### config.mk
export PLATFORM = sky130hd
export DESIGN_NAME = wcae_fifo
export DESIGN_NICKNAME = d
export VERILOG_FILES = /design/src/design/wcae_pkg.sv /design/src/design/wcae_fifo.sv
export SDC_FILE = /design/constraint.sdc
export NUM_CORES = 1
export LEC_CHECK = 0
export BUFFER_PORTS_ARGS = -buffer_cell sky130_fd_sc_hd__buf_2
export CAP_MARGIN = 20
export CELL_PAD_IN_SITES_DETAIL_PLACEMENT = 1
export CELL_PAD_IN_SITES_GLOBAL_PLACEMENT = 1
export CORE_MARGIN = 8
export CORE_UTILIZATION = 48
export DETAILED_ROUTE_END_ITERATION = 7
export PLACE_DENSITY_LB_ADDON = 0.1
export SYNTH_ARGS = -nofsm -noshare
export SYNTH_HDL_FRONTEND = slang
export SYNTH_SLANG_ARGS = --single-unit
### constraint.sdc
create_clock -name clk -period 25 [get_ports clk]
set_clock_uncertainty 0.05 [all_clocks]
set_input_delay 2.5 -clock clk [delete_from_list [all_inputs] [get_ports clk]]
set_output_delay 2.5 -clock clk [all_outputs]
set_load 0.005 [all_outputs]
### src/design/wcae_pkg.sv
// Shared widths, types and codes of the waypoint corner anchor expander.
package wcae_pkg;

	// Coordinate and derived arithmetic widths
	localparam int CW   = 32;            // coordinate width
	localparam int DW   = CW + 1;        // leg difference, two's complement
	localparam int MW   = CW + 1;        // magnitude of a difference
	localparam int SW   = 2 * MW + 2;    // squared length, dot product magnitude
	localparam int LW   = SW / 2;        // multiplier limb and root iteration count
	localparam int PW   = 2 * SW;        // full product width
	localparam int CMPW = PW + 9;        // product scaled by 399 or 400
	localparam int RW   = LW + 1;        // rounded root width
	localparam int QB   = RW;            // quotient bits produced by the divider
	localparam int NW   = SW + 1;        // dividend width
	localparam int DVW  = RW + 1;        // divisor width
	localparam int ITW  = $clog2(QB);    // iteration counter width
	localparam int AW   = QB + 2;        // anchor sum width
	localparam int CFGW = 32;            // configuration register width
	localparam int CIW  = 2;             // configuration index width

	// Configuration register indexes
	localparam logic [CIW-1:0] CFG_LOOSE  = 2'd0;
	localparam logic [CIW-1:0] CFG_TIGHT  = 2'd1;
	localparam logic [CIW-1:0] CFG_RADIUS = 2'd2;

	typedef logic [2:0][CW-1:0] point_t;

	typedef struct packed {
		logic [CFGW-1:0] loose;
		logic [CFGW-1:0] tight;
		logic [CFGW-1:0] radius;
	} cfg_t;

	// Work handed from the front to the back
	typedef struct packed {
		logic   start;
		logic   corner;
		logic   fin;
		point_t older;
		point_t middle;
		point_t pt;
	} job_t;

	typedef enum logic [1:0] {
		OP_MUL,
		OP_SQRT,
		OP_DIV
	} arith_op_t;

	typedef struct packed {
		logic          start;
		arith_op_t     op;
		logic [NW-1:0] a;
		logic [SW-1:0] b;
	} arith_req_t;

	typedef struct packed {
		logic          done;
		logic [PW-1:0] res;
	} arith_rsp_t;

	typedef struct packed {
		point_t          pt;
		logic            user;
		logic            sval;
		logic [CFGW-1:0] margin;
		logic            run_end;
		logic            path_end;
	} out_res_t;

endpackage

### src/design/wcae_fifo.sv
// Two-entry job queue between the front and the back.
module wcae_fifo (
	input  logic           clk,
	input  logic           arst_n,
	input  logic           push,
	input  wcae_pkg::job_t push_job,
	input  logic           pop,
	output logic           full,
	output logic           valid,
	output wcae_pkg::job_t pop_job
);
	import wcae_pkg::*;

	job_t       mem_q [2];
	logic       wr_q;
	logic       rd_q;
	logic [1:0] cnt_q;

	assign full    = (cnt_q == 2'd2);
	assign valid   = (cnt_q != 2'd0);
	assign pop_job = mem_q[rd_q];

	always_ff @(posedge clk or negedge arst_n) begin
		if (!arst_n) begin
			wr_q  <= 1'b0;
			rd_q  <= 1'b0;
			cnt_q <= 2'd0;
		end else begin
			if (push) begin
				mem_q[wr_q] <= push_job;
				wr_q        <= !wr_q;
			end
			if (pop) begin
				rd_q <= !rd_q;
			end
			cnt_q <= cnt_q + 2'(push) - 2'(pop);
		end
	end

endmodule

==> impl_metrics.yaml <==
run_status:
  status: "finished, final reports clean"
critical_path:
  arrival_ps: 3950
  reg2regPathDepth: 2
  critPathRequiredTime_ps: 22450
  r2r_end: "mem_q[1][276]$_DFFE_PP_"
  r2r_slack_ps: 22450
  critPathLaunchType: "flip-flop"
  end_kind: "primary output"
  criticalPathCategory: "reg -> out"
  startpoint: "rd_q$_DFFE_PN0P_"
  worst-path-max-fanout: 68
  worstReg2RegStart: "wr_q$_DFFE_PN0P_"
yosys:
  async_flop_share_pct: 0.683
  synth_top_cell_by_area: "edfxtp_1"
  ys_seq_elements: 586
  synth_edf_count: 582
  yosys.cell_types.count: 13
  synth_area_leaders: "edfxtp_1, mux2_2, buf_6"
  yosysSeqAreaShare_pct: 82.5
  yosysMostFrequentCell: "edfxtp_1"
  yosysWarnings: 0
  syn_area_mm2: 0.0213
  synthTopCellsByCount: "edfxtp_1, mux2_2, buf_6"
  synth_flop_cell: "edfxtp_1"
  synthCells: 920
  syn_area_per_cell_um2: 23.2
  syn_nets: 1217
  yosysTopAreaCellShare_pct: 82.0
cts:
  cts_setup_buffers: 0
  cts_tree: "yes"
  clock-root-buffer: "clkbuf_16"
  clk_latency_ps: 600
  cts_resized: 0
  numCtsBuffers: 60
  h-tree-depth: 2
  ctsHoldBuffers: 0
  cts.sinks: 586
  clk_pin_slew_ps: 60
  clockBufferDepth: 3
route:
  vias_per_cell: 5.11
  wl_mm: 59.6
  wl_per_cell_um: 26.9
  first_pass_iters: 4
  drtAntennaViolNets: 0
  num_vias: 11300
  drc: 0
  drtIter0Drc: 600
placed_design:
  port_buffers: 587
  preCtsSetupSlack_ps: 18840
  dpl_cell_area_mm2: 0.0247
  gp_congestion: 0.825
  detailed_place_hpwl_mm: 42.9
  dpl.cell_count: 2076
worst_hold_path:
  whs_endpoint: "wr_q$_DFFE_PN0P_"
  holdPathStages: 1
  worstHoldStart: "wr_q$_DFFE_PN0P_"
  hold_path.class: "reg -> reg"
timing:
  setup_tns_ps: 0
  drv_slew: 0
  relSlewSlack_pct: 26.9
  tightest_slew_ps: 1100
  fin_crit_sh_pct: 26.0
  setup_viol: 0
  period_needed_ps: 6500
  hold_viol_final: 0
  fmax_mhz: 154
  rsz0062_at_grt: "no"
  setup_ws_ps: 18500
die:
  die_area_mm2: 0.0514
  rows: 77
  coreArea_mm2: 0.0440
  initial_core_util_pct: 48.4
  die_h_um: 227
  io_pins: 588
  die_w_um: 227
power_and_ir_drop:
  pwr_density_cell_mw_per_mm2: 102
  peakVddDrop_mv: 0.0726
  p_leak_nw: 9.82
cells_and_area:
  nets: 1844
  drive_gt1_share_pct: 60.5
  syn_to_final_growth_pct: 24.6
  instances_no_fill: 2214
  final_core_util_pct: 60.3
  postLayoutCellArea_mm2: 0.0266
grt:
  grt_pass1_vias: 12500
  use_met3_pct: 9.47
  busiest_layer: "met2"
  antenna_found_initial: 39
  track_usage_pct: 22.3
  use_met1_pct: 23.1
  grt_use_met2_pct: 38.5
  grt-ovfl-total: 0
  grt_pass1_wl_mm: 82.2
  grt_max_degree: 171
flow_run:
  max-cap-violations: 0
==> worst max-delay path, cell delays in order (launching register included) <==
cell,delay (ps)
dfrtp_4,1020
buf_4,860
buf_4,510
buf_16,350
mux2_2,400
buf_2,130
==> final cells by class <==
type / count / area, µm²
antenna: 28 / 70.1
clock buffer: 78 / 1590
clock inverter: 31 / 143
fill: 4001 / 17500
inverter: 2 / 7.51
multi-input combinational: 300 / 3380
sequential: 586 / 17600
tap: 592 / 741
timing repair buffer: 597 / 3050
==> metrics by stage <==
| step | power [mW] | hold WS [ps] |
|---|---|---|
| after floorplan | 1.69 | 398 |
| after global placement | 1.94 | 430 |
| after detailed placement | 1.95 | 446 |
| after CTS | 2.75 | 473 |
| after global routing | 2.83 | 491 |
| final | 2.71 | 474 |
==> per-layer routing <==
layer / up-vias / part of all wire [%] / wire length, µm
met5: - / 0.32 / 189
met4: 28 / 3.8 / 2260
met3: 139 / 10 / 5960
met2: 434 / 52 / 31300
met1: 5720 / 33 / 19900
li1: 4989 / - / -
==> where the power goes <==
group	internal [mW]	switching [mW]	leakage (nW)	total (mW)
Clock	0.444	0.351	0.850	0.795
Sequential	1.20	0.0477	5.39	1.25
Combinational	0.327	0.339	3.57	0.667
Total	1.98	0.738	9.82	2.71
==> flip-flops by register name, indices dropped and copies added (netlist names) <==
register  flops
cnt_q         2
mem_q       582
rd_q          1
wr_q          1
==> cell usage in the layout, fill, tap and decap left out, drive strengths merged, types with 2 or more instances in the layout <==
cell type | synthesis | final
buf | 32 | 597
edfxtp | 582 | 582
mux2 | 291 | 291
clkbuf | 0 | 78
clkinv | 0 | 29
diode | 0 | 28
dfrtp | 4 | 4
inv | 2 | 4
xor2 | 2 | 2
ha | 2 | 2
==> cell families (layout without fill, tap and decap cells) <==
| family | Yosys count | count (layout) | share of synthesized area [%] |
|---|---|---|---|
| DFF | 586 | 586 | 82.5 |
| muxes | 291 | 291 | 15.4 |
| buffers and inverters | 34 | 708 | 1.70 |
| and+or+nand+nor | 4 | 4 | 0.129 |
| xor gates and xnor gates | 3 | 3 | 0.194 |
| adders and majority gates | 2 | 2 | 0.117 |
| other | 0 | 28 | 0 |
==> worst max-delay path by stage <==
stage | end | depth (start not counted)
floorplan | mem_q[1][0]$_DFFE_PP_ | 1
global placement | pop_job[195] | 4
detailed placement | pop_job[74] | 4
CTS | pop_job[74] | 4
global route | pop_job[30] | 5
finish | pop_job[30] | 5
No activity file was read; power rests on OpenSTA's default activity.
