**src/design/wcae_pkg.sv**
```systemverilog
// Shared widths, types and codes of the waypoint corner anchor expander.
package wcae_pkg;

	// Coordinate and derived arithmetic widths
	localparam int CW   = 32;            // coordinate width
	localparam int DW   = CW + 1;        // leg difference, two's complement
	localparam int MW   = CW + 1;        // magnitude of a difference
	localparam int SW   = 2 * MW + 2;    // squared length, dot product magnitude
	localparam int LW   = SW / 2;        // multiplier limb and root iteration count
	localparam int PW   = 2 * SW;        // full product width
	localparam int CMPW = PW + 9;        // product scaled by 399 or 400
	localparam int RW   = LW + 1;        // rounded root width
	localparam int QB   = RW;            // quotient bits produced by the divider
	localparam int NW   = SW + 1;        // dividend width
	localparam int DVW  = RW + 1;        // divisor width
	localparam int ITW  = $clog2(QB);    // iteration counter width
	localparam int AW   = QB + 2;        // anchor sum width
	localparam int CFGW = 32;            // configuration register width
	localparam int CIW  = 2;             // configuration index width

	// Configuration register indexes
	localparam logic [CIW-1:0] CFG_LOOSE  = 2'd0;
	localparam logic [CIW-1:0] CFG_TIGHT  = 2'd1;
	localparam logic [CIW-1:0] CFG_RADIUS = 2'd2;

	typedef logic [2:0][CW-1:0] point_t;

	typedef struct packed {
		logic [CFGW-1:0] loose;
		logic [CFGW-1:0] tight;
		logic [CFGW-1:0] radius;
	} cfg_t;

	// Work handed from the front to the back
	typedef struct packed {
		logic   start;
		logic   corner;
		logic   fin;
		point_t older;
		point_t middle;
		point_t pt;
	} job_t;

	typedef enum logic [1:0] {
		OP_MUL,
		OP_SQRT,
		OP_DIV
	} arith_op_t;

	typedef struct packed {
		logic          start;
		arith_op_t     op;
		logic [NW-1:0] a;
		logic [SW-1:0] b;
	} arith_req_t;

	typedef struct packed {
		logic          done;
		logic [PW-1:0] res;
	} arith_rsp_t;

	typedef struct packed {
		point_t          pt;
		logic            user;
		logic            sval;
		logic [CFGW-1:0] margin;
		logic            run_end;
		logic            path_end;
	} out_res_t;

endpackage

```
**src/design/wcae_front.sv**
```systemverilog
// Front end: accepts waypoints, tracks the path window and queues jobs.
module wcae_front (
	input  logic            clk,
	input  logic            arst_n,
	input  logic            in_valid,
	output logic            in_ready,
	input  wcae_pkg::point_t in_pt,
	input  logic            in_fin,
	input  logic            fifo_full,
	output logic            push,
	output wcae_pkg::job_t  push_job
);
	import wcae_pkg::*;

	typedef enum logic [1:0] {
		SEEN_NONE,
		SEEN_START,
		SEEN_MID
	} seen_t;

	seen_t  seen_q;
	point_t older_q;
	point_t middle_q;
	logic   acc;

	assign in_ready = !fifo_full;
	assign acc      = in_valid && in_ready;

	// A step that only stores its point needs no job
	assign push = acc && (seen_q == SEEN_NONE || seen_q == SEEN_MID || in_fin);

	always_comb begin
		push_job.start  = (seen_q == SEEN_NONE);
		push_job.corner = (seen_q == SEEN_MID);
		push_job.fin    = in_fin;
		push_job.older  = older_q;
		push_job.middle = middle_q;
		push_job.pt     = in_pt;
	end

	// Path window
	always_ff @(posedge clk or negedge arst_n) begin
		if (!arst_n) begin
			seen_q <= SEEN_NONE;
		end else if (acc) begin
			middle_q <= in_pt;
			case (seen_q)
				SEEN_NONE: begin
					seen_q <= in_fin ? SEEN_NONE : SEEN_START;
				end
				default: begin
					if (in_fin) begin
						seen_q <= SEEN_NONE;
					end else begin
						older_q <= middle_q;
						seen_q  <= SEEN_MID;
					end
				end
			endcase
		end
	end

endmodule

```
**config.mk**
```make
export PLATFORM = sky130hd
export DESIGN_NAME = wcae_front
export DESIGN_NICKNAME = d
export VERILOG_FILES = /design/src/design/wcae_pkg.sv /design/src/design/wcae_front.sv
export SDC_FILE = /design/constraint.sdc
export NUM_CORES = 1
export LEC_CHECK = 0
export BUFFER_PORTS_ARGS = -buffer_cell sky130_fd_sc_hd__buf_4
export CAP_MARGIN = 20
export CORE_AREA = 5 5 150 152
export CTS_CLUSTER_DIAMETER = 30
export CTS_CLUSTER_SIZE = 25
export DETAILED_ROUTE_END_ITERATION = 10
export DIE_AREA = 0 0 155 157
export GPL_TIMING_DRIVEN = 0
export MAX_ROUTING_LAYER = met4
export PLACE_DENSITY_LB_ADDON = 0.12
export SYNTH_ARGS = -nofsm -noshare
export SYNTH_HDL_FRONTEND = slang
export SYNTH_SLANG_ARGS = --single-unit
```
**constraint.sdc**
```tcl
create_clock -name clk -period 4.5 [get_ports clk]
set_input_delay 0.9 -clock clk [delete_from_list [all_inputs] [get_ports clk]]
set_output_delay 0.9 -clock clk [all_outputs]
set_load 0.05 [all_outputs]
```
==> out/metrics.csv, run 1 <==
metric,value,unit
synth_cell_types,13,
crit_path_end_kind,output pin,
setup_violations,0,
grt_pass1_wl,25100,µm
clock-sinks,194,
synth.avg_cell_area,21.9,µm²
min_path_type,input port to async pin,
grt-ovfl-total,0,
wl_per_cell,17.9,µm
io_buffers,393,
clk_pin_slew,0.07,ns
synthToLayoutAreaGrowth,59.3,%
fin_cells,1004,
path_cells,buf_4 > nand2b_1 > a21oi_1 > buf_4,
grt_pass1_vias,4288,
peakVddDrop,222,µV
post-cts-setup-buffer-count,0,
path_buf_inv,2,
cpMaxStageDelayCell,buf_4,
cp_max_fo,4,
placed_cells,973,
maxSlewViolCount,0,
dr.first_iter.drc_count,165,
drcViolationCount,0,
antenna_found_initial,0,
drive_gt1_share,72.0,%
wl,18000,µm
slowest_delay,0.22,ns
rsz0062_at_grt,false,
numCtsBuffers,17,
cts_tree,built,
p_total,4320,µW
hold_viol,0,
grt_util_all_layers,14.3,%
n_fill_cell,1800,
core-area,20900,µm²
netlist_instances,303,
syn_area,6630,µm²
antenna-diode-count,0,
crit_path_frequent_cell,buf_4,
die_w,155,µm
first_pass_iters,4,
cts.path.max_buffers,2,
drv_cap,0,
outcome,"complete, no violations",
tightest_slew,0.740,ns
required,3.60,ns
cts_resized,0,
slew_headroom,50.7,%
post-dp-hpwl,14000,µm
period_needed,2.48,ns
seq_area_frac_synth,87.8,%
mostFrequentLayoutCells,"buf_4, edfxtp_1, clkbuf_16",
yosysWarningCount,0,
min_period_over_period,55.1,%
startpoint_type,input port,
grt_max_degree,55,
nets,818,
criticalPathCategory,input port to output pin,
die_h,157,µm
cts.htree.levels,4,
leakage,0.00448,µW
arrival,1.58,ns
cts-root-buf,clkbuf_16,
yosys_register_bits,194,
hold_buffers,0,
ant_nets,0,
rows,53,
layout_commonest_cell,buf_4,
clock_latency,0.42,ns
initial_core_util,31.7,%
die_area,24300,µm²
via_per_inst,3.98,
power_density,409,nW/µm²
skew,0.0109,ns
synth_nets,404,
pin_count,394,
fmax,0.404,GHz
place_congestion,0.778,
vias,3997,
cpLargestDelayFamily,buffers and inverters,
## cells in the mapped netlist
library cell / number / area (µm²)
buf_4: 97 / 728
inv_1: 2 / 7.51
and3_1: 1 / 6.26
nand2b_1: 1 / 6.26
a22o_1: 1 / 8.76
nor3b_2: 1 / 12.5
edfxtp_1: 192 / 5770
o22a_1: 1 / 8.76
nor2_1: 1 / 3.75
and3b_1: 2 / 17.5
nor2b_1: 1 / 6.26
dfrtp_1: 2 / 50.1
a21oi_1: 1 / 5.00
## state kept, by name, summed over array words and instances (netlist names)
name,cells
seen_q,2
push_job,192
## final timing paths
path	from	to	slack (ns)	cells after the start
hold / removal	arst_n	seen_q[1]	0.26	1
setup reg to reg	seen_q[0]	push_job[204]	2.50	3
min in group clk	push_job[131]	push_job[227]	0.45	0
setup / recovery	fifo_full	push	2.02	4
max in group asynchronous	arst_n	seen_q[0]	4.14	1
hold reg to reg	push_job[131]	push_job[227]	0.45	0
## through the flow
stage | setup TNS (ns) | setup WS, ns | hold WS, ns | cell area (µm²) | utilization, %
after floorplan | 0 | 0.442 | 0.475 | 6630 | -
after global placement | -122.88 | -0.719 | 0.432 | 9920 | 47.5
after detailed placement | 0 | 1.76 | 0.434 | 9980 | 47.8
after CTS | 0 | 2.02 | 0.235 | 10600 | 50.5
after global routing | 0 | 1.99 | 0.234 | 10600 | 50.5
final | 0 | 2.02 | 0.262 | 10600 | 50.5
## routing by layer
metal | global-route usage (%) | wire, µm | up-vias
li1 | - | - | 1859
met1 | 14.7 | 6100 | 1895
met4 | 4.79 | 388 | 0
met5 | - | 0 | -
met2 | 24.9 | 9640 | 223
met3 | 5.80 | 1820 | 20
## report_power, final
part	switching (µW)	total [µW]	internal, µW	leakage [µW]
clock network	685	1470	781	0.000280
logic	513	766	253	0.00242
registers	29.1	2090	2060	0.00177
total	1230	4320	3090	0.00448
## layout make-up
class	count	area [µm²]	area share, %
Sequential cell	194	5820	55.1
Clock buffer	17	425	4.03
Tap cell	275	344	3.26
Inverter	2	7.51	0.0711
Timing Repair Buffer	395	3010	28.5
Clock inverter	14	149	1.41
Multi-Input combinational cell	10	83.8	0.794
Buffer	97	728	6.90
## cells by family (layout without fill, tap and decap cells)
group | count (synthesis) | in the layout | share of synthesized area, %
buffers and inverters | 99 | 525 | 11.1
AO/OA/AOI/OAI | 3 | 3 | 0.340
flip-flops | 194 | 194 | 87.8
AND/OR/NAND/NOR | 7 | 7 | 0.793
Note: power is estimated with default switching activity, not from simulation.
==> run 2, diff against run 1 <==
ABC_AREA = 1   (was not set)
CORE_AREA = 5 5 149 151   (was 5 5 150 152)
DIE_AREA = 0 0 154 156   (was 0 0 155 157)
clock period = 2.11 ns   (was 4.5 ns; I/O delays follow)
==> run 2 against run 1 <==
Net effect: clock-buffer cell count is the same; combinational power grew 110%; synthesized area is essentially flat; critical path type is now register to register; sequential share of layout area shrank 0.50 points; cell area grew 0.91%; critical endpoint is now push_job[207].
==> out/metrics.csv, run 2 <==
metric,value,unit,change
die_area,24000,µm²,-1.3%
placed_cells,987,,+1.4%
hold_viol,0,,unchanged
pin_count,394,,unchanged
r2r_end,push_job[207],,
synthTopCellsByArea,"edfxtp_1, buf_4, dfrtp_1",,
r2r.worst_path.cells,6,,+3
rsz0062_at_grt,false,,
via_per_inst,3.99,,+0.20%
clock-sinks,194,,unchanged
slowest_delay,0.41,ns,+0.19 ns
wl,18200,µm,+1.2%
synth.avg_cell_area,21.2,µm²,-3.1%
grt_max_degree,34,,-38%
critPathCapture,push_job[207],,
initial_core_util,32.1,%,+0.34 points
crit_path_end_kind,register,,
crit_path_frequent_cell,nand2_1,,
synthToLayoutAreaGrowth,60.6,%,
drcViolationCount,0,,unchanged
largest_reg_flops,192,,unchanged
cts_resized,0,,unchanged
rows,53,,unchanged
cpMaxStageDelayCell,dfrtp_1,,
syn_area,6630,µm²,about the same
skew,0.00974,ns,-0.00112 ns
yosysWarningCount,0,,unchanged
netlist_instances,313,,+3.3%
cts-root-buf,clkbuf_16,,
dr.first_iter.drc_count,140,,-15%
ant_nets,0,,unchanged
grt_util_all_layers,14.6,%,+0.31 points
die_h,156,µm,-0.64%
synth.most_common_cell,edfxtp_1,,
synthArstFlopShare,1.03,%,unchanged
clk_pin_slew,0.08,ns,about the same
seq_area_frac_synth,87.7,%,about the same
clock_latency,0.42,ns,about the same
reg2reg_slack,0.30,ns,-2.20 ns
cts_tree,built,,
synth_top_area_cell,edfxtp_1,,
layout_commonest_cell,buf_4,,
period_needed,1.81,ns,
io_buffers,393,,unchanged
antenna-diode-count,0,,unchanged
synth-edff-count,192,,unchanged
fmax,0.552,GHz,
fin_cells,1019,,+1.5%
cts.htree.levels,4,,unchanged
die_w,154,µm,-0.65%
first_pass_iters,4,,unchanged
grt_pass1_vias,4273,,-0.35%
drv_cap,0,,unchanged
hold_slack,0.180,ns,-0.0823 ns
post-cts-setup-buffer-count,0,,unchanged
nets,833,,+1.8%
core-area,20700,µm²,-0.95%
min_period_over_period,85.9,%,
rr_startpoint,seen_q[0],,
synth_nets,414,,+2.5%
min_path_type,input port to register,,
startpoint,seen_q[0],,
grt_pass1_wl,25400,µm,+1.1%
post-dp-hpwl,14500,µm,+3.6%
cts.path.max_buffers,2,,unchanged
tns,0,ns,unchanged
yosys_register_bits,194,,unchanged
tightest_slew,0.701,ns,-0.0392 ns
synth_top_cell_area_share,86.9,%,about the same
path_cells,inv_1 > nand2_1 > nand2_1 > nor2_4 > buf_16 > buf_12,,
yosys_most_used_dff,edfxtp_1,,
mostFrequentLayoutCells,"buf_4, edfxtp_1, clkbuf_16",,
arrival,1.92,ns,+0.34 ns
startpoint_type,register,,
outcome,"complete, no violations",,
criticalPathCategory,register to register,,
hold_buffers,1,,+1
setup_violations,0,,unchanged
antenna_found_initial,0,,unchanged
wl_per_cell,17.8,µm,-0.29%
place_congestion,0.766,,-1.6%
vias,4065,,+1.7%
synth_cell_types,10,,-3
numCtsBuffers,17,,unchanged
required,2.22,ns,-1.38 ns
leakage,0.00453,µW,+1.1%
peakVddDrop,481,µV,+120%
drive_gt1_share,71.4,%,-0.65 points
cp_max_fo,33,,+29
maxSlewViolCount,0,,unchanged
yosys-top-cells-count,"edfxtp_1, buf_4, nand2_1",,
n_fill_cell,1765,,-1.9%
grt-ovfl-total,0,,unchanged
power_density,844,nW/µm²,+110%
slew_headroom,53.2,%,+2.5 points
## run 2: cell count changes in the layout (fill, tap and decap cells not counted), moves of 3 or more
| cell | delta |
|---|---|
| nor2_4 | +3 |
| buf_12 | +4 |
| inv_1 | +3 |
| nand2_1 | +6 |
| clkinv_4 | +4 |
## run 2: stage by stage
step	total power [µW]	setup WS [ns]	instance area (µm²)	util (%)
2_1_floorplan	5520	-0.382	6660	-
3_3_place_gp	6100	-1.29	9960	48.1
3_5_place_dp	6130	-0.0613	10100	48.8
4_1_cts	9130	0.269	10700	51.5
5_1_grt	9360	0.181	10700	51.5
6_report	9000	0.298	10700	51.5
## run 2: how the worst min path moves through the flow
stage          startpoint             to  slack, ns  cells after the start
2_1_floorplan      arst_n      seen_q[0]       0.13                      0
3_3_place_gp       arst_n      seen_q[0]       0.21                      1
3_5_place_dp       arst_n      seen_q[1]       0.22                      1
4_1_cts         in_pt[43]  push_job[139]       0.15                      1
5_1_grt         in_pt[43]  push_job[139]       0.15                      1
6_report        in_pt[43]  push_job[139]       0.18                      1
## run 2: power by group
part	internal, µW	switching (µW)
clock network	1540	1430
logic	531	1060
registers	4380	58.1
## run 2: layout make-up
cell class | count | area, µm² | share of cell area [%]
plain buffers | 97 | 728 | 6.83
clock buffers | 17 | 425 | 3.99
multi-input cells | 15 | 85.1 | 0.798
well taps | 275 | 344 | 3.23
flip-flops and latches | 194 | 5820 | 54.6
clock inverters | 14 | 128 | 1.20
repair buffers | 400 | 3100 | 29.1
inverters | 7 | 33.8 | 0.317
## run 2: layer usage
metal,track usage [%],routed length [µm]
met5,-,0
met3,4.69,1470
met1,15.7,6510
met4,5.30,344
met2,25.5,9850
## run 2: cell families (layout without fill, tap and decap cells)
group,count (synthesis),after routing,synth area share (%)
AOI/OAI and AO/OA,1,1,0.0754
DFF,194,194,87.7
buffers and inverters,104,535,11.4
and+or+nand+nor,14,14,0.868
## run 2: worst max-delay path: cells and delay by family (launching register included)
family | cells | cell delay [ns]
AND/OR/NAND/NOR | 3 | 0.56
flip-flops | 1 | 0.41
buffers and inverters | 3 | 0.51
